**src/rtl/spin_accel_angle_and_magnitude_core_macros.svh**
```systemverilog
// Assertion macros for the spin accelerometer angle and magnitude core.
`ifndef SPIN_ACCEL_ANGLE_AND_MAGNITUDE_CORE_MACROS_SVH
`define SPIN_ACCEL_ANGLE_AND_MAGNITUDE_CORE_MACROS_SVH

// Plain property, clocked on i_clk, off during reset.
`define SAAM_ASSERT(lbl, prop, msg) \
    lbl: assert property (@(posedge i_clk) disable iff (!i_rst_n) prop) else $error(msg);

// Overlapped implication, clocked on i_clk, off during reset.
`define SAAM_ASSERT_IMP(lbl, ante, cons, msg) \
    lbl: assert property (@(posedge i_clk) disable iff (!i_rst_n) (ante) |-> (cons)) \
        else $error(msg);

`endif

```
**src/rtl/saam_pkg.sv**
```systemverilog
// Package: widths, register indexes and arctangent table for the spin accel core.
`default_nettype none

package saam_pkg;

    localparam int SAMPLE_WIDTH_DEF = 16;
    localparam int CORDIC_STEPS_DEF = 16;
    localparam int ATAN_LEN         = 24;
    localparam int ATAN_IDX_W       = 5;
    localparam int ALPHA_W          = 16;
    localparam int CFG_W            = 16;
    localparam int CFG_IDX_W        = 2;
    localparam int ANGLE_W          = 16;
    localparam int MAG_W            = 16;
    localparam int TURN_W           = 32;
    localparam int FRAC_W           = 8;

    localparam logic [ALPHA_W-1:0] ALPHA_RESET = 16'd3277;

    localparam logic [TURN_W-1:0] TURN_ZERO     = 32'h0000_0000;
    localparam logic [TURN_W-1:0] TURN_HALF     = 32'h8000_0000;
    localparam logic [TURN_W-1:0] TURN_QUARTER  = 32'h4000_0000;
    localparam logic [TURN_W-1:0] TURN_NQUARTER = 32'hC000_0000;

    typedef enum logic [CFG_IDX_W-1:0] {
        CFG_OFFSET_X = 2'd0,
        CFG_OFFSET_Y = 2'd1,
        CFG_ALPHA    = 2'd2,
        CFG_FLOOR    = 2'd3
    } t_cfg_idx;

    // atan(2^-i) in turns, 2^32 per turn
    function automatic logic [TURN_W-1:0] atan_turn(input logic [ATAN_IDX_W-1:0] idx);
        logic [TURN_W-1:0] v;
        case (idx)
            5'd0:    v = 32'h2000_0000;
            5'd1:    v = 32'h12E4_051E;
            5'd2:    v = 32'h09FB_385B;
            5'd3:    v = 32'h0511_11D4;
            5'd4:    v = 32'h028B_0D43;
            5'd5:    v = 32'h0145_D7E1;
            5'd6:    v = 32'h00A2_F61E;
            5'd7:    v = 32'h0051_7C55;
            5'd8:    v = 32'h0028_BE53;
            5'd9:    v = 32'h0014_5F2F;
            5'd10:   v = 32'h000A_2F98;
            5'd11:   v = 32'h0005_17CC;
            5'd12:   v = 32'h0002_8BE6;
            5'd13:   v = 32'h0001_45F3;
            5'd14:   v = 32'h0000_A2FA;
            5'd15:   v = 32'h0000_517D;
            5'd16:   v = 32'h0000_28BE;
            5'd17:   v = 32'h0000_145F;
            5'd18:   v = 32'h0000_0A30;
            5'd19:   v = 32'h0000_0518;
            5'd20:   v = 32'h0000_028C;
            5'd21:   v = 32'h0000_0146;
            5'd22:   v = 32'h0000_00A3;
            5'd23:   v = 32'h0000_0051;
            default: v = 32'h0000_0000;
        endcase
        return v;
    endfunction

endpackage

`default_nettype wire

```
**src/rtl/spin_accel_angle_and_magnitude_core.sv**
```systemverilog
// Spin accelerometer core: offset correction, CORDIC atan2 and low-pass |x| magnitude.
//
//  channel   dir  handshake                      payload
//  s_axis    in   s_axis_tvalid / s_axis_tready  tdata: accel_x, accel_y
//  m_axis    out  m_axis_tvalid / m_axis_tready  tdata: angle_turns, magnitude; tuser: below_floor
//  cfg       in   i_cfg_wr_en (no wait)          i_cfg_index, i_cfg_wdata
//
// One beat in at a time: after an accept the core steps through S_PREP, S_INIT, S_RUN,
// S_FILT and S_OUT before the next accept, paced by the shared step loop that runs one CORDIC
// rotation and one bit of the serial alpha multiply per cycle.
// Result sits in an output register; the core goes back to accepting while it waits.
// A stalled result holds the core in its last state until m_axis_tready.
// Synchronous active-low reset; filter level clears to zero, no clearing pass.
`default_nettype none

module spin_accel_angle_and_magnitude_core
    import saam_pkg::*;
#(
    parameter int SAMPLE_WIDTH = SAMPLE_WIDTH_DEF,
    parameter int CORDIC_STEPS = CORDIC_STEPS_DEF
) (
    input  logic                                       i_clk,
    input  logic                                       i_rst_n,
    input  logic                                       i_cfg_wr_en,
    input  logic [CFG_IDX_W-1:0]                       i_cfg_index,
    input  logic [CFG_W-1:0]                           i_cfg_wdata,
    input  logic                                       s_axis_tvalid,
    output logic                                       s_axis_tready,
    // accel_x [SAMPLE_WIDTH-1:0], accel_y above it, zero pad
    input  logic [((2*SAMPLE_WIDTH+7)/8)*8-1:0]        s_axis_tdata,
    output logic                                       m_axis_tvalid,
    input  logic                                       m_axis_tready,
    // angle_turns [15:0], magnitude [31:16]
    output logic [ANGLE_W+MAG_W-1:0]                   m_axis_tdata,
    // below_floor [0]
    output logic                                       m_axis_tuser
);

`include "spin_accel_angle_and_magnitude_core_macros.svh"

    localparam int W         = SAMPLE_WIDTH;
    localparam int DW        = ((W > CFG_W) ? W : CFG_W) + 1;
    localparam int CW        = W + FRAC_W + 2;
    localparam int LW        = W + FRAC_W;
    localparam int TW        = LW + 1;
    localparam int PW        = TW + ALPHA_W;
    localparam int MW        = ((W + 1) > MAG_W) ? (W + 1) : MAG_W;
    localparam int STEPS_MAX = (CORDIC_STEPS > ALPHA_W) ? CORDIC_STEPS : ALPHA_W;
    localparam int CNT_W     = $clog2(STEPS_MAX);

    localparam logic [CNT_W-1:0] CNT_LAST     = CNT_W'(STEPS_MAX - 1);
    localparam logic [CNT_W:0]   CNT_CORDIC   = (CNT_W+1)'(CORDIC_STEPS);
    localparam logic [CNT_W:0]   CNT_ALPHA    = (CNT_W+1)'(ALPHA_W);
    localparam logic [PW-1:0]    ROUND_ALPHA  = PW'(1) << (ALPHA_W - 1);
    localparam logic [LW:0]      ROUND_FRAC   = (LW+1)'(1) << (FRAC_W - 1);

    typedef enum logic [5:0] {
        S_IDLE = 6'b000001,
        S_PREP = 6'b000010,
        S_INIT = 6'b000100,
        S_RUN  = 6'b001000,
        S_FILT = 6'b010000,
        S_OUT  = 6'b100000
    } t_state;

    t_state                 r_state, n_state;
    logic [CNT_W-1:0]       r_cnt, n_cnt;
    logic signed [CFG_W-1:0] r_off_x, r_off_y;
    logic [ALPHA_W-1:0]     r_alpha;
    logic [CFG_W-1:0]       r_floor;
    logic [LW-1:0]          r_level, n_level;
    logic                   r_out_valid;

    logic signed [W-1:0]    r_raw_x, r_raw_y, r_sx, r_sy;
    logic signed [CW-1:0]   r_cx, r_cy, n_cx, n_cy;
    logic [TURN_W-1:0]      r_cz, n_cz;
    logic                   r_spec, n_spec;
    logic signed [TW-1:0]   r_diff, n_diff;
    logic signed [PW-1:0]   r_acc, n_acc;
    logic [ALPHA_W-1:0]     r_ash, n_ash;
    logic [ANGLE_W-1:0]     r_angle;
    logic [MAG_W-1:0]       r_mag, n_mag;
    logic                   r_low, n_low;

    logic                   w_accept, w_load;
    logic signed [DW-1:0]   w_dx, w_dy;
    logic signed [W-1:0]    w_sat_x, w_sat_y;
    logic signed [CW-1:0]   w_xs, w_ys, w_shx, w_shy;
    logic [W-1:0]           w_abs;
    logic [LW-1:0]          w_target;
    logic                   w_ypos;
    logic [PW-1:0]          w_round;
    logic [LW:0]            w_mag_sum;
    logic [MW-1:0]          w_mag, w_floor;

    assign w_accept      = s_axis_tvalid && s_axis_tready;
    assign w_load        = (r_state == S_OUT) && (!r_out_valid || m_axis_tready);
    assign s_axis_tready = (r_state == S_IDLE);
    assign m_axis_tvalid = r_out_valid;
    assign m_axis_tdata  = {r_mag, r_angle};
    assign m_axis_tuser  = r_low;

    // offset subtraction with saturation to the sample range
    assign w_dx = {{(DW-W){r_raw_x[W-1]}}, r_raw_x} - {{(DW-CFG_W){r_off_x[CFG_W-1]}}, r_off_x};
    assign w_dy = {{(DW-W){r_raw_y[W-1]}}, r_raw_y} - {{(DW-CFG_W){r_off_y[CFG_W-1]}}, r_off_y};

    always_comb begin
        if ((&w_dx[DW-1:W-1]) || !(|w_dx[DW-1:W-1])) begin
            w_sat_x = w_dx[W-1:0];
        end else begin
            w_sat_x = w_dx[DW-1] ? {1'b1, {(W-1){1'b0}}} : {1'b0, {(W-1){1'b1}}};
        end
        if ((&w_dy[DW-1:W-1]) || !(|w_dy[DW-1:W-1])) begin
            w_sat_y = w_dy[W-1:0];
        end else begin
            w_sat_y = w_dy[DW-1] ? {1'b1, {(W-1){1'b0}}} : {1'b0, {(W-1){1'b1}}};
        end
    end

    assign w_xs     = {{(CW-LW){r_sx[W-1]}}, r_sx, {FRAC_W{1'b0}}};
    assign w_ys     = {{(CW-LW){r_sy[W-1]}}, r_sy, {FRAC_W{1'b0}}};
    assign w_abs    = r_sx[W-1] ? W'(-r_sx) : W'(r_sx);
    assign w_target = {w_abs, {FRAC_W{1'b0}}};

    assign w_shx  = r_cx >>> r_cnt;
    assign w_shy  = r_cy >>> r_cnt;
    assign w_ypos = !r_cy[CW-1] && (|r_cy);

    assign w_round   = PW'(r_acc) + ROUND_ALPHA;
    assign w_mag_sum = {1'b0, r_level} + ROUND_FRAC;
    assign w_mag     = MW'(w_mag_sum[LW:FRAC_W]);
    assign w_floor   = MW'(r_floor);

    always_comb begin
        n_state = r_state;
        n_cnt   = r_cnt;
        n_level = r_level;
        n_cx    = r_cx;
        n_cy    = r_cy;
        n_cz    = r_cz;
        n_spec  = r_spec;
        n_diff  = r_diff;
        n_acc   = r_acc;
        n_ash   = r_ash;
        n_low   = (w_mag < w_floor);
        n_mag   = n_low ? r_floor : w_mag[MAG_W-1:0];
        case (r_state)
            S_IDLE: begin
                if (w_accept) begin
                    n_state = S_PREP;
                end
            end
            S_PREP: begin
                n_state = S_INIT;
            end
            S_INIT: begin
                n_state = S_RUN;
                n_cnt   = '0;
                n_acc   = '0;
                n_ash   = r_alpha;
                n_diff  = $signed({1'b0, w_target}) - $signed({1'b0, r_level});
                n_spec  = (r_sx == '0) || (r_sy == '0);
                if (r_sx == '0 && r_sy == '0) begin
                    n_cz = TURN_ZERO;
                end else if (r_sy == '0) begin
                    n_cz = r_sx[W-1] ? TURN_HALF : TURN_ZERO;
                end else if (r_sx == '0) begin
                    n_cz = r_sy[W-1] ? TURN_NQUARTER : TURN_QUARTER;
                end else if (r_sx[W-1]) begin
                    n_cz = TURN_HALF;
                end else begin
                    n_cz = TURN_ZERO;
                end
                n_cx = r_sx[W-1] ? -w_xs : w_xs;
                n_cy = r_sx[W-1] ? -w_ys : w_ys;
            end
            S_RUN: begin
                if (!r_spec && ({1'b0, r_cnt} < CNT_CORDIC)) begin
                    if (w_ypos) begin
                        n_cx = r_cx + w_shy;
                        n_cy = r_cy - w_shx;
                        n_cz = r_cz + atan_turn(ATAN_IDX_W'(r_cnt));
                    end else begin
                        n_cx = r_cx - w_shy;
                        n_cy = r_cy + w_shx;
                        n_cz = r_cz - atan_turn(ATAN_IDX_W'(r_cnt));
                    end
                end
                // alpha multiply, msb first
                if ({1'b0, r_cnt} < CNT_ALPHA) begin
                    n_acc = (r_acc <<< 1) + (r_ash[ALPHA_W-1] ? PW'(r_diff) : PW'(0));
                    n_ash = r_ash << 1;
                end
                n_cnt = r_cnt + 1'b1;
                if (r_cnt == CNT_LAST) begin
                    n_state = S_FILT;
                end
            end
            S_FILT: begin
                n_level = r_level + w_round[ALPHA_W +: LW];
                n_state = S_OUT;
            end
            S_OUT: begin
                if (w_load) begin
                    n_state = S_IDLE;
                end
            end
            default: begin
                n_state = S_IDLE;
            end
        endcase
    end

    always_ff @(posedge i_clk) begin
        if (!i_rst_n) begin
            r_state     <= S_IDLE;
            r_cnt       <= '0;
            r_off_x     <= '0;
            r_off_y     <= '0;
            r_alpha     <= ALPHA_RESET;
            r_floor     <= '0;
            r_level     <= '0;
            r_out_valid <= 1'b0;
        end else begin
            r_state <= n_state;
            r_cnt   <= n_cnt;
            r_level <= n_level;
            if (w_load) begin
                r_out_valid <= 1'b1;
            end else if (m_axis_tready) begin
                r_out_valid <= 1'b0;
            end
            if (i_cfg_wr_en) begin
                case (t_cfg_idx'(i_cfg_index))
                    CFG_OFFSET_X: r_off_x <= i_cfg_wdata;
                    CFG_OFFSET_Y: r_off_y <= i_cfg_wdata;
                    CFG_ALPHA:    r_alpha <= i_cfg_wdata;
                    CFG_FLOOR:    r_floor <= i_cfg_wdata;
                    default: begin
                    end
                endcase
            end
        end
    end

    always_ff @(posedge i_clk) begin
        if (w_accept) begin
            r_raw_x <= s_axis_tdata[W-1:0];
            r_raw_y <= s_axis_tdata[2*W-1:W];
        end
        if (r_state == S_PREP) begin
            r_sx <= w_sat_x;
            r_sy <= w_sat_y;
        end
        r_cx   <= n_cx;
        r_cy   <= n_cy;
        r_cz   <= n_cz;
        r_spec <= n_spec;
        r_diff <= n_diff;
        r_acc  <= n_acc;
        r_ash  <= n_ash;
        if (w_load) begin
            r_angle <= r_cz[TURN_W-1 -: ANGLE_W] + ANGLE_W'(r_cz[TURN_W-ANGLE_W-1]);
            r_mag   <= n_mag;
            r_low   <= n_low;
        end
    end

    `SAAM_ASSERT(a_accept_to_prep, (s_axis_tvalid && s_axis_tready) |=> (r_state == S_PREP), "accepted beat did not start work")
    `SAAM_ASSERT(a_result_from_out, $rose(m_axis_tvalid) |-> $past(r_state == S_OUT), "result raised outside output state")
    `SAAM_ASSERT(a_run_ends, (r_state == S_RUN && r_cnt == CNT_LAST) |=> (r_state == S_FILT), "step loop overran")
    `SAAM_ASSERT_IMP(a_floor_clamp, m_axis_tvalid && m_axis_tuser, m_axis_tdata[ANGLE_W +: MAG_W] == r_floor, "clamped magnitude differs from floor")

endmodule

`default_nettype wire
```
**config.mk**
```make
export PLATFORM = sky130hd
export DESIGN_NAME = spin_accel_angle_and_magnitude_core
export DESIGN_NICKNAME = d
export VERILOG_FILES = /design/src/rtl/saam_pkg.sv /design/src/rtl/spin_accel_angle_and_magnitude_core.sv
export VERILOG_INCLUDE_DIRS = /design/src /design/src/rtl
export SDC_FILE = /design/constraint.sdc
export NUM_CORES = 1
export LEC_CHECK = 0
export ABC_CLOCK_PERIOD_IN_PS = 9600
export BUFFER_PORTS_ARGS = -buffer_cell sky130_fd_sc_hd__buf_2
export CELL_PAD_IN_SITES_DETAIL_PLACEMENT = 1
export CELL_PAD_IN_SITES_GLOBAL_PLACEMENT = 2
export CORE_ASPECT_RATIO = 0.9
export CORE_MARGIN = 4
export CORE_UTILIZATION = 28
export DETAILED_ROUTE_END_ITERATION = 8
export PLACE_DENSITY_LB_ADDON = 0.1
export SLEW_MARGIN = 5
export SYNTH_ARGS = -nofsm -noshare
export SYNTH_HDL_FRONTEND = slang
export SYNTH_SLANG_ARGS = --single-unit
```
**constraint.sdc**
```tcl
create_clock -name i_clk -period 9.6 [get_ports i_clk]
set_input_delay 1.44 -clock i_clk [delete_from_list [all_inputs] [get_ports i_clk]]
set_output_delay 1.44 -clock i_clk [all_outputs]
set_load 0.01 [all_outputs]
```
==> results.tsv, run 1 <==
metric	value	unit
tritoncts.num_buffers	51	
switchingPower	1.08	mW
synth_mux_area_share	6.32	%
routability_driven_placement_congestion_ratio	0.805	
synth_to_final_area_change	12.2	%
cts_htree_levels	2	
seq_power_share	43.8	%
drv.max_cap_violation_count	0	
timing.critical_path.arrival	6910	ps
die_w	350	um
p_int	3.19	mW
layout.cells.non_filler	4688	
fillerInstances	12000	
clock_tree_from_tritoncts	built	
worst_slew_margin_rel	21.8	%
synth_enable_flop_cells	263	
ys_warns	0	
holdCritPathClass	reg2reg	
worst_slew_pin_slew	1170	ps
synth-adder-area-share	10.2	%
first_global_vias	25600	
end_kind	register	
cts_buffer_depth	3	
synth_async_sr_flop_share	0	%
final.period_utilization	68.6	%
postCtsResizedCells	0	
clk_transition_reported_paths	60	ps
synth.cell_area	0.0295	mm2
rsz_0062_raised_after_global_routing	false	
dr_total_vias	24000	
irDropWorstVdd	0.000128	V
grt_first_pass_wirelength	149000	um
clock-skew-final	23.8	ps
finish.utilization	31.8	%
clock_power_share	46.9	%
design.core.area	0.104	mm2
rows	112	
antenna_violations_before_repair	6	
synth_xor_area_share	9.27	%
run_status	finished clean	
timing_worst_setup_path_type	reg2reg	
timing.critical_path.fanout_max	32	
finalWirelength	94900	um
share_comb_of_total_power	9.3	%
clock.fmax	152	MHz
post_route_cells_drive_above_1_share	9.46	%
die_height	316	um
detailedPlacementHpwl	71700	um
post_cts_hold_buffer_count	0	
yosysUniqueCellTypes	88	
synth_cells	3228	
syn_nets	3515	
period_needed	6590	ps
synth_top_flop_cell	edfxtp_1	
synth_top_family_by_area	simple AND/OR/NAND/NOR gates	
grt.overflow.total	0	
synth_compound_gate_area_share	17.3	%
nNetsFinal	3564	
clock-sinks	392	
synth_seq_area_share	35.5	%
slew_violations	0	
ys_ff_latch	392	
die_area	0.111	mm2
drt_first_pass_iters	5	
via_per_inst	5.13	
grt_start_max_net_pins	66	
clk-insertion-delay-late	610	ps
gr-usage-all-layers	17.0	%
route.detailed.wl_per_inst	20.2	um
synth-simple-area-share	17.5	%
syn_avg_cell_area	9.13	um2
drc	0	
cts-root-buf	clkbuf_16	
top_level_ports	90	
setup.worst_path.start_class	register	
timing.setup.tns	0	ps
finalHoldViolCount	0	
detail-route-antenna-nets	0	
required	9930	ps
cellPowerDensity	129	mW/mm2
finalSetupViolations	0	
post_cts.repair.setup_buffers	0	
p_leak	12.5	nW
post-place-cells	4592	
power.switching_fraction	25.3	%
io_buffer_count	89	
floorplan.initialDensity	28.3	%
detail_route.iter0.violations	1282	
[cell type report]
cell class	count	area [um2]	area share, %
flip-flops and latches	392	10500	31.7
repair buffers	111	611	1.85
diodes	2	5.00	0.0151
clock buffers	60	1370	4.15
well taps	1368	1710	5.18
inverters	163	613	1.85
multi-input cells	2558	17900	54.2
clock inverters	34	362	1.09
[cell usage after synthesis (all sizes together), types with 12 or more instances]
master / instances / share of area [%]
xor2: 103 / 3.1
or3: 18 / 0.38
mux2: 39 / 1.5
ha: 225 / 9.5
nor3: 61 / 1.1
o21bai: 20 / 0.51
a211oi: 21 / 0.53
a21o: 64 / 1.6
o31ai: 35 / 0.89
and3: 25 / 0.53
o21ai: 176 / 3.0
xnor2: 209 / 6.2
a21boi: 77 / 2.0
o211ai: 20 / 0.51
nor3b: 15 / 0.40
nor2: 247 / 3.1
nand3b: 12 / 0.31
clkbuf: 93 / 1.2
nand2: 402 / 5.1
dfxtp: 129 / 8.8
mux4: 47 / 3.7
nand2b: 44 / 0.93
nand4: 26 / 0.57
a21oi: 235 / 4.0
mux2i: 32 / 1.1
nor4: 25 / 0.53
nand3: 67 / 1.2
nor2b: 30 / 0.64
a31oi: 29 / 0.62
edfxtp: 263 / 27
inv: 163 / 2.1
and2: 60 / 1.3
or2: 18 / 0.38
buf: 22 / 0.61
o21a: 34 / 0.87
[worst max-delay path, stage by stage, from the launching register on]
cell	delay [ps]
dfxtp_2	780
buf_4	510
mux4_2	580
mux2_2	310
a222oi_1	660
nand4_2	320
nor4_1	600
nor2_1	110
xnor2_1	150
ha_1	350
a21o_1	240
or3b_2	440
o21ai_0	80
a21oi_1	110
a221o_1	370
a31oi_1	260
o21ai_0	160
xnor2_1	180
nor2_1	50
[cell usage in the layout, fill, tap and decap left out, types with 64 or more instances in the layout]
master and n:
a21boi_0 75, a21o_1 64, a21oi_1 235, buf_2 89, dfxtp_1 125, edfxtp_1 263
ha_1 225, inv_1 161, nand2_1 402, nand3_1 66, nor2_1 246, o21ai_0 173
xnor2_1 209, xor2_1 103
[sequential cells by signal, summed over array words and instances (netlist names), 24 cells and up, named ones only]
register and count:
r_diff 25, r_cy 26, r_acc 40, r_level 24
r_cx 26, r_cz 32
[per-layer routing]
| metal | part of all wire [%] | global-route usage (%) | wire [um] | vias up |
|---|---|---|---|---|
| li1 | - | - | - | 11800 |
| met1 | 50 | 23.8 | 47100 | 11900 |
| met2 | 45 | 28.3 | 43100 | 307 |
| met3 | 3.1 | 2.06 | 2950 | 90 |
| met4 | 1.9 | 3.53 | 1840 | 0 |
| met5 | 0 | 0 | 0 | - |
[power by group through the flow]
stage | Clock (mW) | Sequential [mW] | Combinational, mW
global placement | 0 | 1.91 | 0.393
CTS | 2.09 | 1.87 | 0.405
global route | 2.16 | 1.87 | 0.453
floorplan | 0 | 1.90 | 0.287
detailed placement | 0 | 1.91 | 0.403
finish | 2.00 | 1.87 | 0.398
[cells by family (layout without fill, tap and decap cells)]
family          Yosys count  count (layout)
fa+ha+maj               236             236
compound gates          806             806
mux                     118             118
other cells               0               2
flops                   392             392
buf+inv                 278             368
simple gates           1086            1086
xor+xnor                312             312
[through the flow]
stage	setup WS (ps)	cell area (um2)	power [mW]	hold slack (ps)
2_1_floorplan	1840	29500	2.18	432
3_3_place_gp	3210	31300	2.30	449
3_5_place_dp	3070	31300	2.31	457
4_1_cts	3040	33100	4.37	471
5_1_grt	2540	33100	4.48	487
6_report	3010	33100	4.27	467
[worst paths after layout]
| check | end | startpoint | slack, ps | cells after the start |
|---|---|---|---|---|
| max reg2reg | r_cx[24] | r_cnt[1] | 3010 | 18 |
| max | r_cx[24] | r_cnt[1] | 3010 | 18 |
| min | r_off_y[10] | r_off_y[10] | 470 | 2 |
| min reg2reg | r_off_y[10] | r_off_y[10] | 470 | 2 |
Note: power is estimated with default switching activity, not from simulation.
==> run 2, diff against run 1 <==
Settings changed: ABC_AREA from default to 1, ABC_CLOCK_PERIOD_IN_PS 9600 to 6600.
Clock period 9.6 ns to 6.6 ns, I/O delays scaled along.
==> run 2 against run 1 <==
Compared with the run above:
- the flow now finishes with violations (max-capacitance violations, max-slew violations)
- setup slack worse by 1700 ps
- final cell count up 21%
- design area rose by 4.0%
- clock skew up 8.4 ps
- count of clock-buffer cells in the layout rose by 11
- power grew 58%
- sequential cell count is the same
- non-clock buffer count up 7
- hold slack worse by 19 ps
- maximum frequency up 24%
- die area is 3.8% higher
==> results.tsv, run 2 <==
metric	value	unit
clock-skew-final	32.2	ps
syn_avg_cell_area	7.42	um2
finalSetupViolations	0	
run_status	finished, violations left	
reg_top3	r_acc (40), r_cz (32)	
finish.utilization	31.9	%
rsz_0062_raised_after_global_routing	false	
cts_buffer_depth	3	
top_level_ports	90	
cts_htree_levels	2	
synth_largest_area_cell	edfxtp_1	
multi_input_comb_area	0.0177	mm2
design.core.area	0.108	mm2
required	6950	ps
drv.max_cap_violation_count	1	
antenna_violations_before_repair	3	
clock-sinks	392	
largest_reg_flops	40	
fillerInstances	13300	
tritoncts.num_buffers	53	
via_per_inst	4.90	
synth_cells	4129	
final-seq-area	0.0105	mm2
synth_to_final_area_change	12.3	%
synthMostInstantiatedCell	nand2_1	
timing_worst_setup_path_type	reg2reg	
postCtsResizedCells	0	
worst_slew_pin_slew	1560	ps
detail-route-antenna-nets	0	
detailedPlacementHpwl	89300	um
rows	114	
timing.setup.tns	0	ps
post-place-cells	5578	
irDropWorstVdd	0.000182	V
ys_warns	0	
detail_route.iter0.violations	1638	
post_cts.repair.setup_buffers	0	
mostFrequentLayoutCell	nand2_1	
fin_hold_ws	448	ps
synth_top_cells_by_count	nand2_1 (854), inv_1 (490), a21oi_1 (399), o21ai_0 (348), nor2_1 (309)	
slowest_cell_delay_on_critical_path	660	ps
clk-insertion-delay-late	650	ps
clock.fmax	189	MHz
syn_nets	4416	
die_area	0.115	mm2
die_w	357	um
layout.cells.non_filler	5678	
setup_slack	1310	ps
slew_violations	6	
clock_tree_from_tritoncts	built	
drc	0	
final_cell_area	0.0344	mm2
post_route_cells_drive_above_1_share	8.49	%
seq_power_share	41.5	%
nNetsFinal	4470	
p_int	4.84	mW
synth_seq_area_share	34.2	%
post_cts_hold_buffer_count	0	
p_leak	15.5	nW
gr-usage-all-layers	19.2	%
largest_register	r_acc	
drt_first_pass_iters	5	
worst_slew_margin_rel	-4.97	%
worstPathCellList	inv_4 > o21ai_1 > nand2_1 > nand3_1 > nand3_1 > nand2_2 > ha_1 > nand4_1 > inv_1 > nand3_1 > nand2_1 > xor2_1 > inv_1 > ha_1 > a21oi_1 > o21ai_0 > a21oi_1 > nand3_1 > a21o_1 > a21oi_1 > xor2_1 > a21oi_1	
grt.overflow.total	0	
failed_checks	max-capacitance violations, max-slew violations	
end_kind	register	
grt_first_pass_wirelength	172000	um
clk_transition_reported_paths	60	ps
holdCritPathClass	reg2reg	
finalWirelength	112000	um
cp_slowest_cell	dfxtp_2	
totalPowerFinal	6.75	mW
grt_start_max_net_pins	66	
die_height	322	um
finalHoldViolCount	0	
route.detailed.wl_per_inst	19.8	um
clock_power_share	44.9	%
timing.critical_path.arrival	5650	ps
cts-root-buf	clkbuf_16	
setup.worst_path.start_class	register	
switchingPower	1.91	mW
placement.cell_area	0.0326	mm2
cellPowerDensity	196	mW/mm2
share_comb_of_total_power	13.6	%
antenna_cells	0	
ys_ff_latch	392	
first_global_vias	28000	
period_needed	5290	ps
synth_async_sr_flop_share	0	%
synth_top_flop_cell	edfxtp_1	
floorplan.initialDensity	28.4	%
routability_driven_placement_congestion_ratio	0.813	
yosysTopAreaCellShare	25.8	%
synth.cell_area	0.0306	mm2
synth_enable_flop_cells	263	
post-place-ws	1360	ps
yosys-top-cells-area	edfxtp_1 (26%), nand2_1 (10%), ha_1 (9.2%)	
final.period_utilization	80.2	%
timing.critical_path.fanout_max	43	
io_buffer_count	89	
power.switching_fraction	28.3	%
yosysUniqueCellTypes	66	
dr_total_vias	27800	
final_cell_mix	nand2_1 (852), inv_1 (490), a21oi_1 (399)	
## run 2: area by class of cell
class | count | share of cell area (%)
Clock buffer | 71 | 4.35
Clock inverter | 29 | 0.927
Inverter | 508 | 5.56
Multi-Input combinational cell | 3110 | 51.5
Sequential cell | 392 | 30.5
Tap cell | 1450 | 5.27
Timing Repair Buffer | 118 | 1.93
## run 2: power by group through the flow
stage	Sequential [mW]	Combinational, mW	Clock (mW)
6_report	2.80	0.916	3.03
5_1_grt	2.80	1.04	3.26
4_1_cts	2.80	0.927	3.15
3_5_place_dp	2.85	0.923	0
3_3_place_gp	2.85	0.917	0
2_1_floorplan	2.83	0.626	0
## run 2: logic make-up (layout without fill, tap and decap cells)
group,after synthesis,count (layout),share of synthesized area (%)
AOI/OAI and AO/OA,972,972,17.6
buffers and inverters,627,726,8.07
and+or+nand+nor,1693,1693,24.4
adders and majority gates,232,232,9.65
DFF,392,392,34.2
xor gates and xnor gates,213,213,6.09
## run 2: critical path, delay by kind of cell, from the launching register on
kind                     cells  cell delay, ps
adder cells (fa/ha/maj)      2             540
flip-flops                   1             660
AND/OR/NAND/NOR              8            1200
AO/OA/AOI/OAI                7            1580
XOR/XNOR                     2             340
buffers and inverters        3             610
## run 2: path summary, 6_finish.rpt
path              startpoint    endpoint  slack [ps]  cells past startpoint
setup reg to reg    r_cnt[0]    r_cx[23]        1310                     22
hold / removal    r_alpha[9]  r_alpha[9]         450                      2
hold reg to reg   r_alpha[9]  r_alpha[9]         450                      2
setup / recovery    r_cnt[0]    r_cx[23]        1310                     22
## run 2: metal layers
layer | part of all wire [%] | GRT usage (%)
met1 | 56 | 31.1
met2 | 40 | 27.4
met3 | 3.6 | 2.12
met4 | 1.2 | 3.04
met5 | 0 | 0
